--- src/rtl/gdf_pkg.sv ---
// Shared types and constants for the gossip duplicate filter.
// Used by every module of the block; depends on nothing.
package gdf_pkg;

  localparam int SEEN_DEPTH_DEF = 64;

  localparam logic [31:0] MAX_AGE_RST   = 32'd300;
  localparam logic [7:0]  HOP_LIMIT_RST = 8'd10;
  localparam logic [6:0]  SEEN_CAP_RST  = 7'd64;
  localparam logic [31:0] SEEN_TTL_RST  = 32'd600;

  localparam int IN_DATA_W  = 392;
  localparam int OUT_DATA_W = 24;

  typedef enum logic [1:0] {
    FUNC_RECV  = 2'd0,
    FUNC_BCAST = 2'd1,
    FUNC_PURGE = 2'd2,
    FUNC_NONE  = 2'd3
  } func_t;

  typedef enum logic [3:0] {
    REG_MAX_AGE   = 4'h0,
    REG_HOP_LIMIT = 4'h4,
    REG_SEEN_CAP  = 4'h8,
    REG_SEEN_TTL  = 4'hC
  } reg_addr_t;

  typedef enum logic [2:0] {
    V_FORWARD   = 3'd0,
    V_DUPLICATE = 3'd1,
    V_TOO_OLD   = 3'd2,
    V_HOP_LIMIT = 3'd3,
    V_BCAST     = 3'd4,
    V_CLEANUP   = 3'd5
  } verdict_t;

  typedef enum logic [1:0] {
    B_IDLE,
    B_SCAN,
    B_PURGE,
    B_DONE
  } bstate_t;

  typedef struct packed {
    logic [31:0] max_age;
    logic [7:0]  hop_limit;
    logic [6:0]  seen_cap;
    logic [31:0] seen_ttl;
  } cfg_t;

  // One classified item as it travels from the front to the back.
  typedef struct packed {
    func_t        func;
    logic [255:0] id;
    logic [63:0]  now;
    logic [7:0]   hop;
    logic         too_old;
    logic         hop_lim;
  } cmd_t;

  typedef struct packed {
    logic [255:0] id;
    logic [63:0]  stamp;
  } entry_t;

endpackage

--- src/rtl/gdf_queue.sv ---
// Two-entry queue of classified commands between front and back.
// Depends on gdf_pkg.
module gdf_queue (
  input  logic          clk,
  input  logic          rst,
  input  logic          push_valid,
  output logic          push_ready,
  input  gdf_pkg::cmd_t push_cmd,
  output logic          pop_valid,
  input  logic          pop_ready,
  output gdf_pkg::cmd_t pop_cmd
);
  import gdf_pkg::*;

  cmd_t       slot [2];
  logic       wptr;
  logic       rptr;
  logic [1:0] fill;
  logic       push;
  logic       pop;

  assign push_ready = fill != 2'd2;
  assign pop_valid  = fill != 2'd0;
  assign pop_cmd    = slot[rptr];
  assign push       = push_valid && push_ready;
  assign pop        = pop_valid && pop_ready;

  always_ff @(posedge clk) begin
    if (rst) begin
      wptr <= 1'b0;
      rptr <= 1'b0;
      fill <= 2'd0;
    end else begin
      if (push) begin
        wptr <= !wptr;
      end
      if (pop) begin
        rptr <= !rptr;
      end
      fill <= fill + 2'(push) - 2'(pop);
    end
  end

  always_ff @(posedge clk) begin
    if (push) begin
      slot[wptr] <= push_cmd;
    end
  end

endmodule

--- config.mk ---
export PLATFORM = sky130hd
export DESIGN_NAME = gdf_queue
export DESIGN_NICKNAME = d
export VERILOG_FILES = /design/src/rtl/gdf_pkg.sv /design/src/rtl/gdf_queue.sv
export SDC_FILE = /design/constraint.sdc
export NUM_CORES = 1
export LEC_CHECK = 0
export ABC_AREA = 1
export BUFFER_PORTS_ARGS = -buffer_cell sky130_fd_sc_hd__buf_2
export CAP_MARGIN = 20
export CORE_MARGIN = 2
export CORE_UTILIZATION = 37
export DETAILED_ROUTE_END_ITERATION = 10
export GPL_TIMING_DRIVEN = 0
export SLEW_MARGIN = 20
export SYNTH_ARGS = -nofsm -noshare
export SYNTH_HDL_FRONTEND = slang
export SYNTH_SLANG_ARGS = --single-unit
--- constraint.sdc ---
create_clock -name clk -period 24.1 [get_ports clk]
set_input_delay 4.82 -clock clk [delete_from_list [all_inputs] [get_ports clk]]
set_output_delay 4.82 -clock clk [all_outputs]
set_load 0.05 [all_outputs]
Word-level counts from Yosys, hierarchy flattened
Memory sizes are Yosys's and may differ from the RTL's. A register that Yosys moved wholly into a read port is not among the register bits.
Cells that the tools add are included.
Storage, ports and cells
  memories kept: 1
  memory bits (writable): 664
  register bits after elaboration: 4
  output and inout bits: 334
  bits of input ports: 336
Cells by class
  reduce and logical (&&, ||, !) cells: 5
  muxes and demuxes: 4
  add/subtract/negate cells: 2
  eq/ne operators: 1
Memories
  slot: words 2, bits a word 332, read ports 1, clocked after Yosys merged registers in 1, wr ports 1, RTL line gdf_queue.sv:15  | cmd_t slot [2];
Operator list (number)
  2-to-1 mux 1 bit: 4
  adder 2 x 1 -> 2 bit: 1
  logical AND 1 bit: 2
  zero test 1 bit: 2
  inequality test 2 bit (second input constant): 1
  nonzero test 2 bit: 1
  subtractor 2 x 1 -> 2 bit: 1

Longest topological paths before layout
  word-level depth: 4
  gate-level depth with buffers: 11

Least setup slack after synthesis
OpenSTA, ideal clock, no wires.
  path kind: input to register
  from: input push_valid
  to: memory slot[1][0] (netlist name) (enable)
  data arrival time: 18.764 ns
  slack: 4.300 ns
  stages: 2
  path buffers: 0
  cells stage by stage: nand2_1 -> nor2_1
Between the ends
  word-level cells in the longest chain between the ends: 3
Ends and longest elaborated chain
  start: declaration: RTL line gdf_queue.sv:6  | input logic push_valid,
  logical AND 1 bit: RTL line gdf_queue.sv:25  | assign push = push_valid && push_ready;
  2-to-1 mux 1 bit: RTL line gdf_queue.sv:45  | if (push) begin
  2-to-1 mux 1 bit (not written as such): RTL line gdf_queue.sv:46  | slot[wptr] <= push_cmd;
  end: declaration: RTL line gdf_queue.sv:15
Every way passes these cells.

==> reports/qor.csv <==
metric;value;unit
status;finished clean;
Worst Tran Pin Value;489.0;ps
number of filler cells placed in the layout;5563;
gr usage total;0.1634;
Die ar.;68130;um^2
number of rows created at floorplan;94;
type of the worst setup path;reg -> out;
crit path launch type;flop;
synth unique cells;15;
setup-violating endpoint count in the final report;0;
Final Slew Violations;0;
crit end category;output pin;
cells along the critical path;buf_2, buf_6, buf_6, mux2_2, buf_2;
proportion of layout cells with a drive suffix above 1;0.6131;
most frequent cells in the layout;buf_2 (675), edfxtp_1 (664), mux2_2 (284);
overall routed net length;59.21;mm
power density relative to cell area;123.4;nW/um^2
number of synthesis warnings;0;
number of detailed-route iterations in the first pass;6;
layer with the highest usage;met2;
count of routing violations after the opening detailed-route iteration;707;
Chip Width;261.0;um
global-route track usage on met2;0.2875;
effective utilization at floorplan;0.3724;
instance count of the mapped netlist;1069;
critical-path cell with the highest stage delay;mux2_2;
sum of net half-perimeters after detailed placement;44.18;mm
number of nets with antenna violations after routing;0;
boundary pin count;670;
worst voltage drop across the vdd grid;0.08491;mV
minimum setup slack after placement;17130;ps
data arrival at the endpoint of the critical path;2150;ps
worst slew margin relative to its limit;0.6733;
Sinks on Clock Net;669;
die outline height;261.0;um
number of flip-flops and latches in the synthesized netlist;669;
grt met3 use;0.05952;
leakage power of the design;0.01199;uW
number of buffers inserted for hold repair after clock tree synthesis;0;
post-synthesis to final-layout area growth;30.93;%
Post-Synthesis Cell Area;24440;um^2
minimum hold slack;501.2;ps
met1 Resource Use GR;0.1788;
maximum frequency from static timing analysis;143.6;MHz
number of levels in the clock H-tree;3;
number of buffers between clock root and the deepest sink;3;
unrepaired setup endpoints after global routing;no;
clock buffers created by TritonCTS;72;
source-to-sink clock delay at the later pin of the worst-skew pair;600;ps
pin count of the biggest net entering global routing;27;
leading cell type in the layout, fill and taps excluded;buf_2;
register area share after synthesis;0.8199;
per-instance average area after synthesis;22.86;um^2
data required time at the worst endpoint;19280;ps
CTS-repair resized insts;0;
routed length per placed instance;21.31;um
antenna violations before repair;25;
Post CTS Setup Buffer Count;0;
vias per cell;4.631;
final standard cell area without fillers;32000;um^2
Total Neg Setup Slack;0;ps
crit-path max cell delay;370;ps
port bufs;669;
post-layout net count;2181;
CTS tree;done;
number of DRC violations after detailed routing;0;
placeable core region;65630;um^2
vias post-DR;12870;
PnR worst setup slack;17130;ps
total congestion overflow after global routing;0;
library cell used as clock root buffer;clkbuf_16;
fraction of the cycle the final worst path needs;0.2890;
number of failing hold endpoints at the final stage;0;
RePlAce Congestion;0.8010;
count of placed standard cells including taps;2634;
type of the most critical hold path;reg -> reg;
number of global-route vias before repair;13275;
Clock Skew;19.55;ps
register clock-pin slew on the reported worst setup and hold paths;60;ps
first-pass GRT wire length;82.11;mm
number of violations of the max-capacitance limit;0;
largest fanout of any net on the critical path;10;
cell area after placement;29680;um^2
net count of the mapped netlist;1406;
non-filler cells in the finished layout;2779;
final critical-path required period;6966;ps
[flip-flops by register name, summed over array words and instances, names as in the netlist, named ones only]
signal / cells
fill: 2
rptr: 1
wptr: 1
slot: 664
[worst paths after layout]
check	start	end	slack (ps)	cells after the start
setup / recovery	flop	pop_cmd[196]	17130	5
hold / removal	rptr	flop	500	2
setup reg to reg	fill[0]	slot[1][208]	21550	9
hold reg to reg	rptr	flop	500	2
[report_power, final]
part	switching (uW)	internal, uW
clock	434	636
combinational	974	401
sequential	33.2	1470
[area by class of cell]
cell class / instances / area, um^2 / area share
Sequential cell: 669 / 20040 / 0.6262
Inverter: 8 / 30.03 / 0.0009383
Clock inverter: 40 / 422.9 / 0.01321
Antenna cell: 18 / 45.04 / 0.001407
Clock buffer: 87 / 1858 / 0.05806
Buffer: 37 / 379.1 / 0.01185
Multi-Input combinational cell: 355 / 4009 / 0.1253
Tap cell: 864 / 1081 / 0.03378
Timing Repair Buffer: 701 / 4139 / 0.1293
[per-stage QoR]
stage | power [uW] | util
after detailed placement | 2919 | 0.4522
after global routing | 4094 | 0.4876
after floorplan | 2627 | -
after CTS | 4002 | 0.4870
after global placement | 3009 | 0.4399
final | 3950 | 0.4876
[critical path: cells and delay by family (launching register included)]
family	cells	cell delay [ps]
buffers and inverters	4	860
muxes	1	370
DFF	1	300
[Yosys cell counts]
cell type	n	share of area
ha_1	1	0.00051
mux2_2	284	0.13
inv_1	8	0.0012
edfxtp_1	664	0.82
dfxtp_1	5	0.0041
nor3_1	1	0.00020
nand2_1	8	0.0012
xnor2_1	1	0.00036
nor2_1	9	0.0014
buf_2	6	0.0012
buf_6	31	0.014
mux2_4	40	0.025
mux2_1	8	0.0037
nand3_1	1	0.00020
a21oi_1	2	0.00041
[layer usage]
metal	up-vias	part of all wire
li1	5858	-
met1	6458	0.36
met2	414	0.53
met3	122	0.081
met4	18	0.028
met5	-	0.0020
[cells by family after synthesis]
family          count (synthesis)  synth area share
buf+inv                        45           0.01674
mux                           332            0.1591
compound gates                  2         0.0004095
simple gates                   19          0.003020
flops                         669            0.8199
fa+ha+maj                       1         0.0005118
xor+xnor                        1         0.0003584
Power figures use the tool's default switching activity.
