File: src/rtl/gdf_pkg.sv
// Shared types and constants for the gossip duplicate filter.
// Used by every module of the block; depends on nothing.
package gdf_pkg;

  localparam int SEEN_DEPTH_DEF = 64;

  localparam logic [31:0] MAX_AGE_RST   = 32'd300;
  localparam logic [7:0]  HOP_LIMIT_RST = 8'd10;
  localparam logic [6:0]  SEEN_CAP_RST  = 7'd64;
  localparam logic [31:0] SEEN_TTL_RST  = 32'd600;

  localparam int IN_DATA_W  = 392;
  localparam int OUT_DATA_W = 24;

  typedef enum logic [1:0] {
    FUNC_RECV  = 2'd0,
    FUNC_BCAST = 2'd1,
    FUNC_PURGE = 2'd2,
    FUNC_NONE  = 2'd3
  } func_t;

  typedef enum logic [3:0] {
    REG_MAX_AGE   = 4'h0,
    REG_HOP_LIMIT = 4'h4,
    REG_SEEN_CAP  = 4'h8,
    REG_SEEN_TTL  = 4'hC
  } reg_addr_t;

  typedef enum logic [2:0] {
    V_FORWARD   = 3'd0,
    V_DUPLICATE = 3'd1,
    V_TOO_OLD   = 3'd2,
    V_HOP_LIMIT = 3'd3,
    V_BCAST     = 3'd4,
    V_CLEANUP   = 3'd5
  } verdict_t;

  typedef enum logic [1:0] {
    B_IDLE,
    B_SCAN,
    B_PURGE,
    B_DONE
  } bstate_t;

  typedef struct packed {
    logic [31:0] max_age;
    logic [7:0]  hop_limit;
    logic [6:0]  seen_cap;
    logic [31:0] seen_ttl;
  } cfg_t;

  // One classified item as it travels from the front to the back.
  typedef struct packed {
    func_t        func;
    logic [255:0] id;
    logic [63:0]  now;
    logic [7:0]   hop;
    logic         too_old;
    logic         hop_lim;
  } cmd_t;

  typedef struct packed {
    logic [255:0] id;
    logic [63:0]  stamp;
  } entry_t;

endpackage

File: src/rtl/gdf_front.sv
// Front end: accepts input items and classifies them (age and hop checks).
// Depends on gdf_pkg.
module gdf_front (
  input  logic                          clk,
  input  logic                          rst,
  input  gdf_pkg::cfg_t                 cfg,
  input  logic                          in_valid,
  output logic                          in_ready,
  input  logic [gdf_pkg::IN_DATA_W-1:0] in_data,
  input  logic [1:0]                    in_func,
  output logic                          cmd_valid,
  input  logic                          cmd_ready,
  output gdf_pkg::cmd_t                 cmd
);
  import gdf_pkg::*;

  logic [63:0] ts;
  logic [63:0] age;
  cmd_t        cmd_next;
  logic        full;

  assign ts  = in_data[319:256];
  assign age = in_data[391:328] - ts;

  always_comb begin
    cmd_next.func    = func_t'(in_func);
    cmd_next.id      = in_data[255:0];
    cmd_next.now     = in_data[391:328];
    cmd_next.hop     = in_data[327:320];
    cmd_next.too_old = age > {32'd0, cfg.max_age};
    cmd_next.hop_lim = in_data[327:320] >= cfg.hop_limit;
  end

  // Single register stage; it refills in the cycle it empties.
  assign full      = cmd_valid;
  assign in_ready  = !full || cmd_ready;

  always_ff @(posedge clk) begin
    if (rst) begin
      cmd_valid <= 1'b0;
    end else if (in_ready) begin
      cmd_valid <= in_valid;
    end
  end

  always_ff @(posedge clk) begin
    if (in_ready && in_valid) begin
      cmd <= cmd_next;
    end
  end

endmodule

File: config.mk
export PLATFORM = sky130hd
export DESIGN_NAME = gdf_front
export DESIGN_NICKNAME = d
export VERILOG_FILES = /design/src/rtl/gdf_pkg.sv /design/src/rtl/gdf_front.sv
export SDC_FILE = /design/constraint.sdc
export NUM_CORES = 1
export LEC_CHECK = 0
export ABC_AREA = 0
export BUFFER_PORTS_ARGS = -buffer_cell sky130_fd_sc_hd__buf_2
export CORE_AREA = 2 2 317 319
export CTS_BUF_LIST = sky130_fd_sc_hd__clkbuf_8
export CTS_CLUSTER_DIAMETER = 30
export CTS_CLUSTER_SIZE = 12
export DETAILED_ROUTE_END_ITERATION = 10
export DIE_AREA = 0 0 319 321
export SETUP_SLACK_MARGIN = 0.15
export SLEW_MARGIN = 20
export SYNTH_ARGS = -nofsm -noshare
export SYNTH_HDL_FRONTEND = slang
export SYNTH_SLANG_ARGS = --single-unit
File: constraint.sdc
create_clock -name clk -period 19.1 [get_ports clk]
set_input_delay 2.865 -clock clk [delete_from_list [all_inputs] [get_ports clk]]
set_output_delay 2.865 -clock clk [all_outputs]
set_load 0.1 [all_outputs]
# After elaboration in Yosys (flattened, before gate mapping)
# Index checks and enable logic that the tools add are counted.
dict set report op_classes {
  add_sub_neg 1
  order_cmp 2
  n_reduce_logical 3
}
# op n
set op_table {}
lappend op_table {{64-bit by 32-bit > comparator with 1-bit output} 1}
lappend op_table {{64-bit subtractor} 1}
lappend op_table {{8-bit greater-or-equal comparator} 1}
lappend op_table {{1-bit logical AND} 1}
lappend op_table {{1-bit logical NOT} 1}
lappend op_table {{1-bit logical OR} 1}
dict set report word_totals {
  reg_bits 333
  in_bits 477
  out_inout_bits 334
  word_cells 13
}

# Depth between registers and ports, before layout
# Gate-level depths: netlist of run 1.
dict set report depth {
  depth_word 3
  mapped_depth 25
}

# Worst setup path before layout of run 1
# No wires, ideal clock.
dict set report synth_path {
  kind {input -> register}
  start {input cmd_ready}
  end {register cmd[0] (netlist bit), enable pin}
  t_arrival_ns 11.269
  required_ns 18.366
  path_slack_ns 7.098
  stages 2
  cell_sequence {nand2b_1 and2_1}
}
dict set report synth_between {
  elab_chain_cells 2
}
# item line_no
set synth_rtl {}
lappend synth_rtl {{from (decl)} gdf_front.sv:12} ;# input logic cmd_ready,
lappend synth_rtl {{1-bit logical OR} gdf_front.sv:36} ;# assign in_ready = !full || cmd_ready;
lappend synth_rtl {{1-bit logical AND} gdf_front.sv:47} ;# if (in_ready && in_valid) begin
lappend synth_rtl {{to (signal assigned)} gdf_front.sv:48} ;# cmd <= cmd_next;
lappend synth_rtl {{to (decl)} gdf_front.sv:13} ;# output gdf_pkg::cmd_t cmd
# No other way between the ends.
# A chain may end at the register's enable or synchronous reset.

==> key figures, run 1 <==
Routing
  • Antenna-violating nets left: 0
  • Drt via density: 3.954
  • 1st-iter DRT viols: 785
  • Via count: 13.35k
  • Detailed Routing Iterations Pass 1: 5
  • Wire per inst: 22.16 µm
  • DRC: 0
  • WL final: 74,840 µm

Floorplanning
  • # IOs: 811
  • Die Span X: 319 µm
  • Height of the die: roughly 320 µm
  • Initial Util: 15.45%
  • Area of the die: a little over 100,000 µm²
  • Core Footprint: 99,280 µm²
  • Num rows: 116

Logic synthesis
  • Synthesized instance count: 1,154
  • Largest cells by area after synthesis: edfxtp_1 65%, ha_1 8.4%, inv_1 3.1%
  • Synth top area share: 64.98%
  • Syn. warnings: 0
  • Leading area contributor after synthesis: edfxtp_1
  • Count of state elements after synthesis: 333
  • Post-Syn Nets: around 1.7k
  • Register area share after synthesis: 65.11%
  • Most numerous cell in the Yosys netlist: edfxtp_1
  • Number of flops mapped to enable cells by yosys: 332
  • Synthesized area: 15,340 µm²
  • Syn_area_per_cell: around 13 µm²
  • Post-synth ARST share: 0%
  • Top_reg_cell synth: edfxtp_1
  • Top cells by count, synth: 332 x edfxtp_1, 125 x inv_1, 103 x ha_1, 89 x a21oi_1, 81 x nand2_1
  • Library cells used by synthesis: 73

Power
  • Static leakage: ~9.9 nW
  • IR drop worst, VDD: 0.04525 mV
  • PwrDens: 108.4 nW/µm²

Global routing
  • Global route overflow: 0
  • Total GRT Usage: 13.87%
  • Largest net degree at the start of global routing: 75
  • Vias in the first global route: 12.91k
  • Antenna violations before repair: 108
  • First-pass GRT wire length: 98,280 µm

Timing
  • Worst Slack Setup Final: 9838 ps
  • Final Hold Vio Count: 0
  • Minimum clock period: 9262 ps
  • Final Max Tran Viols: 0
  • Final setup vio count: 0
  • Tightest Pin Transition: 1050 ps
  • Period utilization: 48.49%
  • RSZ-0062 raised after global routing: no
  • Fmax: 0.1080 GHz
  • Rel. slew slack: a little under a third
  • Clk_skew: 33.59 ps
  • Total negative slack: 0 ps

Clock network
  • H-tree Lvls: 3
  • Sink Count: 333
  • CTS Buffer Depth: 3
  • Clk_lat worst skew: about 690 ps
  • TritonCTS Buffers: 86
  • Hold Buf Count CTS: 0
  • CTS tree: yes
  • Post-CTS Setup Inserts: 0
  • Clock transition at the registers of the reported paths: around 60 ps
  • Root Driver: clkbuf_8
  • # resized after CTS: 0

Worst setup path
  • Worst EP required: 19,500 ps
  • Crit Path Category: primary input to flop
  • Endpoint class of the critical path: flop
  • Critical path peak fanout: 4
  • WP buf/inv: 3
  • Slowest cell on crit path: a221oi_1
  • R2R Setup Slk: between 10,000 and 15,000 ps
  • Crit-path cells: buf_2, inv_1, ha_1, inv_1, fa_1, a41oi_1, o221ai_2, a211oi_1, o21ai_0, a221oi_1, xnor2_1, ha_1, nand4_1, or4_1, nand2b_1, a32oi_1, nand4_1, or4_1, a211oi_2, o311a_1, nand4_1, or4_1, nor4_1, nand4b_1
  • CP startpoint kind: primary input
  • CP peak stage delay: 660 ps
  • Largest delay contributor family on the critical path: simple AND/OR/NAND/NOR gates
  • CP arrival: 9660 ps

Run status
  • Status: complete, no violations

Job
  • Max-cap viol count: 0

Layout
  • Fin nets: 2,574
  • Area Growth Syn to Fin: 47.59%
  • Share of cells above drive strength 1: 44.92%
  • Final Util: between 20% and 30%

Min path
  • Hold Path Class: flop to flop

Placement
  • HPWL after DPL: 63,680 µm
  • GP Congestion: 0.8695
  • Dpl ws: a little over 9000 ps
  • IO buf count: a little under 800
[worst reg2reg max path: cells and delay by family (launching register included)]
kind	cells	cell delay (ps)
flops	1	340
simple gates	2	800
buf+inv	3	2670
[per-stage QoR]
step,std cells,hold slack [ps],cell area (µm²),total power [W]
final,3377,711.8,22640,0.002454
after global routing,3366,731.6,22620,0.002555
after CTS,3357,692.9,22590,0.002491
after detailed placement,3203,667.1,20750,0.001506
after global placement,3203,685.1,20750,0.001501
after floorplan,1154,1730,15340,0.001358
[flip-flops by register name, summed over array words and instances, names as in the netlist]
name	flops
cmd	332
cmd_valid	1
[cells in the final DEF, fill, tap and decap left out, types with 9 or more instances in the layout]
master     Yosys  routed
edfxtp_1     332     332
nand2_1       81      81
o21ai_0       39      39
xnor2_1       27      27
nand3_1       25      25
diode_2        0      20
clkinv_2       0      13
nand4_1       31      31
a21o_1        27      27
buf_2         12     771
clkinv_1       0      19
bufinv_16      0      11
xor2_1        20      20
nand2b_1       9       9
a21oi_1       89      89
clkbuf_8       0      86
nor2_1        50      50
a211oi_1      10      10
ha_1         103     103
o21bai_1      13      13
inv_1        125     136
nor3_1         9       9
a31oi_1        9       9
[layer usage]
metal	wire [µm]	global-route usage, %	vias up	part of all wire [%]
met3	8920	6.945	266	12
met5	240	0	-	0.32
met2	36590	24.01	770	49
met4	2727	4.633	40	3.6
met1	26360	14.58	6206	35
li1	-	-	6071	-
[path summary, 6_finish.rpt]
kind | startpoint | depth (start not counted) | to
worst max-delay path | in_data[328] | 24 | cmd[1]
worst min register to register | cmd_valid | 2 | cmd_valid
worst min-delay path | cmd_valid | 2 | cmd_valid
worst max register to register | cmd_valid | 5 | cmd[14]
[cell type report]
| cell class | count | area (µm²) |
|---|---|---|
| multi-input cells | 670 | 4762 |
| diodes | 20 | 50.05 |
| well taps | 1298 | 1624 |
| flip-flops and latches | 333 | 9990 |
| clock buffers | 86 | 1184 |
| inverters | 125 | 469.2 |
| fillers | 10820 | 76630 |
| clock inverters | 68 | 661.9 |
| repair buffers | 777 | 3904 |
[cell families (layout without fill, tap and decap cells)]
group / count (synthesis) / after routing / share of synthesized area [%]
multiplexers: 6 / 6 / 0.3996
adder cells (fa/ha/maj): 104 / 104 / 8.530
AND/OR/NAND/NOR: 249 / 249 / 8.008
buffers and inverters: 151 / 1056 / 3.866
XOR/XNOR: 47 / 47 / 2.683
flip-flops: 333 / 333 / 65.11
AO/OA/AOI/OAI: 264 / 264 / 11.40
other: 0 / 20 / 0
[report_power, final]
part / leakage, nW / switching (W) / internal (W)
sequential: 3.22 / 0.0000104 / 0.000858
clock: 0.972 / 0.000385 / 0.000577
combinational: 5.73 / 0.000488 / 0.000136
total: 9.92 / 0.000884 / 0.00157
Power figures use the tool's default switching activity.
==> run 2, diff against run 1 <==
- clock period: 19.1 -> 8.7 ns (I/O delays scaled with it)
==> run 2 against run 1 <==
Net effect:
- sequential share of layout area is 0.55 points lower
- first-iteration DRC count up 14%
- global-route usage is 0.40 points higher
- critical endpoint unchanged
- register-to-register slack worse by 8600 ps
- clock skew grew 23 ps
- hold slack lost 170 ps
- critical path depth rose by 1
- sequential power increased by 120%
- final area is 1.3% higher
==> key figures, run 2 (synthesis results as in run 1) <==
Routing
  • Antenna-violating nets left: 0
  • 1st-iter DRT viols: 896
  • Via count: 13.52k
  • DRC: 0
  • Drt via density: 3.981
  • WL final: ~77,000 µm
  • Wire per inst: between 20 and 25 µm
  • Detailed Routing Iterations Pass 1: 5

Timing
  • Hold Worst Slack: around 550 ps
  • Clk_skew: approximately 57 ps
  • Minimum clock period: 7322 ps
  • Fmax: 0.1366 GHz
  • Rel. slew slack: 31.17%
  • Final Max Tran Viols: 0
  • Final Hold Vio Count: 0
  • Period utilization: 84.17%
  • RSZ-0062 raised after global routing: no
  • Final setup vio count: 0
  • Tightest Pin Transition: slightly above 1000 ps
  • Total negative slack: 0 ps

Placement
  • GP Congestion: 0.8959
  • IO buf count: approximately 770
  • HPWL after DPL: between 60,000 and 70,000 µm

Floorplanning
  • Num rows: around 120
  • Core Footprint: about 99,000 µm²
  • Area of the die: 102,400 µm²
  • # IOs: 811
  • Initial Util: approximately 15%
  • Height of the die: 321 µm
  • Die Span X: 319 µm

Run status
  • Status: complete, no violations

Global routing
  • Met2 Usage GRT: around a quarter
  • Met1 Resource Use GR: between 10% and 20%
  • Vias in the first global route: 13.17k
  • Met3 Use GR: 6.145%
  • Global route overflow: 0
  • Antenna violations before repair: 119
  • Largest net degree at the start of global routing: 77
  • Most used routing layer: met2
  • First-pass GRT wire length: 101,000 µm
  • Total GRT Usage: around 14%

Power
  • Static leakage: 10.04 nW
  • PwrDens: 246.4 nW/µm²
  • IR drop worst, VDD: just over 0.1 mV

Layout
  • Largest regs: cmd x332, cmd_valid x1
  • Multi-input gate area: 4762 µm²
  • Most frequent cells in the layout: 771 x buf_2, 332 x edfxtp_1, 128 x inv_1, 103 x ha_1, 97 x clkbuf_8
  • Fillers: 10.76k
  • Area Growth Syn to Fin: 49.45%
  • Sequential Area: roughly 10000 µm²
  • Commonest non-fill, non-tap cell in the layout: buf_2
  • Largest Register: cmd
  • Fin nets: 2,587
  • Largest register FFs: 332
  • Share of cells above drive strength 1: between 40 and 50%

Clock network
  • Hold Buf Count CTS: 0
  • # resized after CTS: 0
  • Root Driver: clkbuf_8
  • CTS Buffer Depth: 3
  • Clock transition at the registers of the reported paths: 60 ps
  • CTS tree: yes
  • TritonCTS Buffers: 96
  • H-tree Lvls: 3
  • Sink Count: 333
  • Post-CTS Setup Inserts: 0
  • Clk_lat worst skew: approximately 730 ps

Worst setup path
  • Crit Path Category: primary input to flop
  • CP arrival: roughly 7800 ps
  • Critical path peak fanout: 4
  • Worst EP required: 9140 ps
  • Endpoint class of the critical path: flop
  • CP startpoint kind: primary input

Min path
  • Hold Path Class: flop to flop

Job
  • Max-cap viol count: 0
## run 2: cell count changes in the layout (fill, tap and decap cells not counted), sizes merged
cell | previous run | this run
inv | 141 | 142
clkbuf | 86 | 97
clkinvlp | 4 | 9
bufinv | 11 | 10
clkinv | 37 | 42
buf | 777 | 780
diode | 20 | 15
## run 2: where the power goes
group | switching [W] | internal (W) | total [W] | leakage, nW
combinational | 0.00108 | 0.000300 | 0.00138 | 5.74
sequential | 0.0000234 | 0.00188 | 0.00191 | 3.22
clock | 0.000976 | 0.00139 | 0.00237 | 1.08
total | 0.00208 | 0.00357 | 0.00565 | 10.0
## run 2: through the flow
step                      total power [W]  utilization, %  setup WS (ps)  std cells  area (µm²)
after floorplan                  0.002967               -           1923       1154       15340
after global placement           0.003301           20.92          787.4       3206       20770
after detailed placement         0.003312           20.92          739.3       3206       20770
after CTS                        0.005731           23.06           1563       3381       22890
after global routing             0.005884           23.08           1033       3391       22920
final                            0.005649           23.10           1378       3396       22930
## run 2: final timing paths
check	startpoint	endpoint	slack, ps	cells past startpoint
min reg2reg	cmd_valid	cmd_valid	550	2
min	cmd_valid	cmd_valid	550	2
max	in_data[328]	cmd[1]	1380	25
max reg2reg	cmd_valid	cmd[47]	6200	3
## run 2: area by class of cell
cell class                      instances  share of cell area, %
Antenna cell                           15                 0.1637
Multi-Input combinational cell        670                  20.77
Sequential cell                       333                  43.57
Tap cell                             1298                  7.083
Inverter                              125                  2.046
Timing Repair Buffer                  780                  17.12
Clock inverter                         78                  3.422
Clock buffer                           97                  5.823
## run 2: worst max-delay path, cell delays in order
cell	delay, ps
buf_2	110
inv_1	50
ha_1	200
inv_1	70
fa_1	420
a41oi_1	240
o221ai_2	220
a211oi_1	310
buf_4	180
o21ai_0	230
a221oi_1	620
xnor2_1	170
ha_1	350
nand4_1	130
or4_1	580
nand2b_1	200
a32oi_1	170
nand4_1	110
or4_1	430
a211oi_2	200
o311a_1	180
nand4_1	100
or4_1	540
nor4_1	490
nand4b_1	140
## run 2: layer usage
| layer | vias up | part of all wire (%) | wire length [µm] |
|---|---|---|---|
| met5 | - | 0.40 | 304 |
| met3 | 303 | 10 | 7941 |
| li1 | 6100 | - | - |
| met2 | 780 | 49 | 37410 |
| met1 | 6289 | 37 | 28350 |
| met4 | 46 | 3.7 | 2825 |
==> run 3, diff against run 2 <==
- clock period: 8.7 -> 6.91 ns (I/O delays scaled with it)
==> run 3 against run 2 <==
Net effect:
- sequential power grew 26%
- via count is 0.30% higher
- worst setup slack got worse by 1000 ps
- critical endpoint unchanged
==> key figures, run 3 (synthesis results as in run 1) <==
Run status
  • Status: complete, no violations

Clock network
  • TritonCTS Buffers: 92
  • CTS Buffer Depth: 3
  • Clk_lat worst skew: 700 ps
  • Sink Count: 333
  • Clock transition at the registers of the reported paths: 60 ps
  • H-tree Lvls: 3
  • CTS tree: yes
  • Root Driver: clkbuf_8

Global routing
  • Vias in the first global route: 13.40k
  • Largest net degree at the start of global routing: 98
  • First-pass GRT wire length: a little over 100,000 µm
  • Antenna violations before repair: 113
  • Total GRT Usage: 14.38%
  • Global route overflow: 0

Timing
  • Minimum clock period: 6528 ps
  • Total negative slack: 0 ps
  • Tightest Pin Transition: 1020 ps
  • Final Hold Vio Count: 0
  • Period utilization: 94.47%
  • Worst Slack Setup Final: 382.0 ps
  • Final setup vio count: 0
  • RSZ-0062 raised after global routing: no
  • Final Max Tran Viols: 0
  • Clk_skew: 44.48 ps
  • Rel. slew slack: 32.00%
  • Fmax: 0.1532 GHz

Floorplanning
  • Num rows: 116
  • # IOs: 811
  • Core Footprint: 99,280 µm²
  • Height of the die: 321 µm
  • Initial Util: 15.45%
  • Die Span X: 319 µm
  • Area of the die: 102,400 µm²

Layout
  • Area Growth Syn to Fin: 49.84%
  • Commonest non-fill, non-tap cell in the layout: buf_2
  • Share of cells above drive strength 1: a little under half
  • Largest register FFs: 332
  • Most frequent cells in the layout: 771 x buf_2, 332 x edfxtp_1, 141 x inv_1, 103 x ha_1, 93 x clkbuf_8
  • Fin nets: 2,625
  • Final design instance area without fill: between 20,000 and 25,000 µm²
  • Largest regs: cmd x332, cmd_valid x1
  • Largest Register: cmd
  • Layout Cells excl Fill: 3,426
  • Fillers: about 11k

Worst setup path
  • CP peak stage delay: 580 ps
  • Slowest cell on crit path: or4_1
  • Crit Path Category: primary input to flop
  • CP arrival: between 6000 and 7000 ps
  • Critical path peak fanout: 4
  • Worst EP required: 7340 ps
  • CP startpoint kind: primary input
  • WP buf/inv: 5
  • Endpoint class of the critical path: flop
  • Largest delay contributor family on the critical path: simple AND/OR/NAND/NOR gates

Routing
  • Via count: 13.56k
  • WL final: 77,250 µm
  • DRC: 0
  • Drt via density: 3.957
  • Antenna-violating nets left: 0
  • Detailed Routing Iterations Pass 1: 5
  • Wire per inst: 22.55 µm
  • 1st-iter DRT viols: 832

Power
  • Static leakage: just over 10 nW
  • IR drop worst, VDD: approximately 0.12 mV
  • PwrDens: 294.6 nW/µm²

Min path
  • Hold Path Class: primary input to flop

Placement
  • Dpl ws: -380.6 ps
  • Placed Area: 21,100 µm²
  • Post-Place Cells: 3,248
  • HPWL after DPL: 65,870 µm
  • IO buf count: 771
  • GP Congestion: just under 0.9

Job
  • Max-cap viol count: 0
-- run 3: routing by layer --
metal / wire, µm / global-route usage [%]
met5: 267 / 0
met2: 38140 / 25.13
met1: 27940 / 15.32
met3: 8241 / 6.737
met4: 2660 / 4.486
-- run 3: stage by stage --
step | utilization [%] | hold WS (ps) | total power (W)
after floorplan | - | 1106 | 0.003735
after global placement | 21.25 | 520.7 | 0.004199
after detailed placement | 21.25 | 512.6 | 0.004213
after CTS | 23.12 | 387.6 | 0.006875
after global routing | 23.15 | 415.5 | 0.007078
final | 23.16 | 484.9 | 0.006771
-- run 3: timing repair --
item	in CTS	in global routing
resized for setup	0	1
endpoints found under the setup margin	0	1
hold buffers	0	0
setup buffers	0	0
-- run 3: area by class of cell --
type	instances	area (µm²)	share of cell area (%)
sequential	333	9990	43.46
multi-input combinational	670	4768	20.74
timing repair buffer	822	4254	18.51
tap	1298	1624	7.065
clock buffer	93	1280	5.568
clock inverter	74	575.6	2.504
inverter	125	469.2	2.041
antenna	11	27.53	0.1197
-- run 3: path summary, 6_finish.rpt --
path,from,endpoint,slack (ps),cells past startpoint
min reg2reg,cmd_valid,cmd_valid,540,2
max reg2reg,cmd_valid,cmd[118],4480,3
min,in_data[22],cmd[96],480,1
max,in_data[328],cmd[1],380,26
-- run 3: power breakdown --
part | internal, W | switching, W | leakage [nW]
logic | 0.000408 | 0.00137 | 5.95
registers | 0.00237 | 0.0000288 | 3.22
clock network | 0.00147 | 0.00112 | 0.982
total | 0.00425 | 0.00252 | 10.1
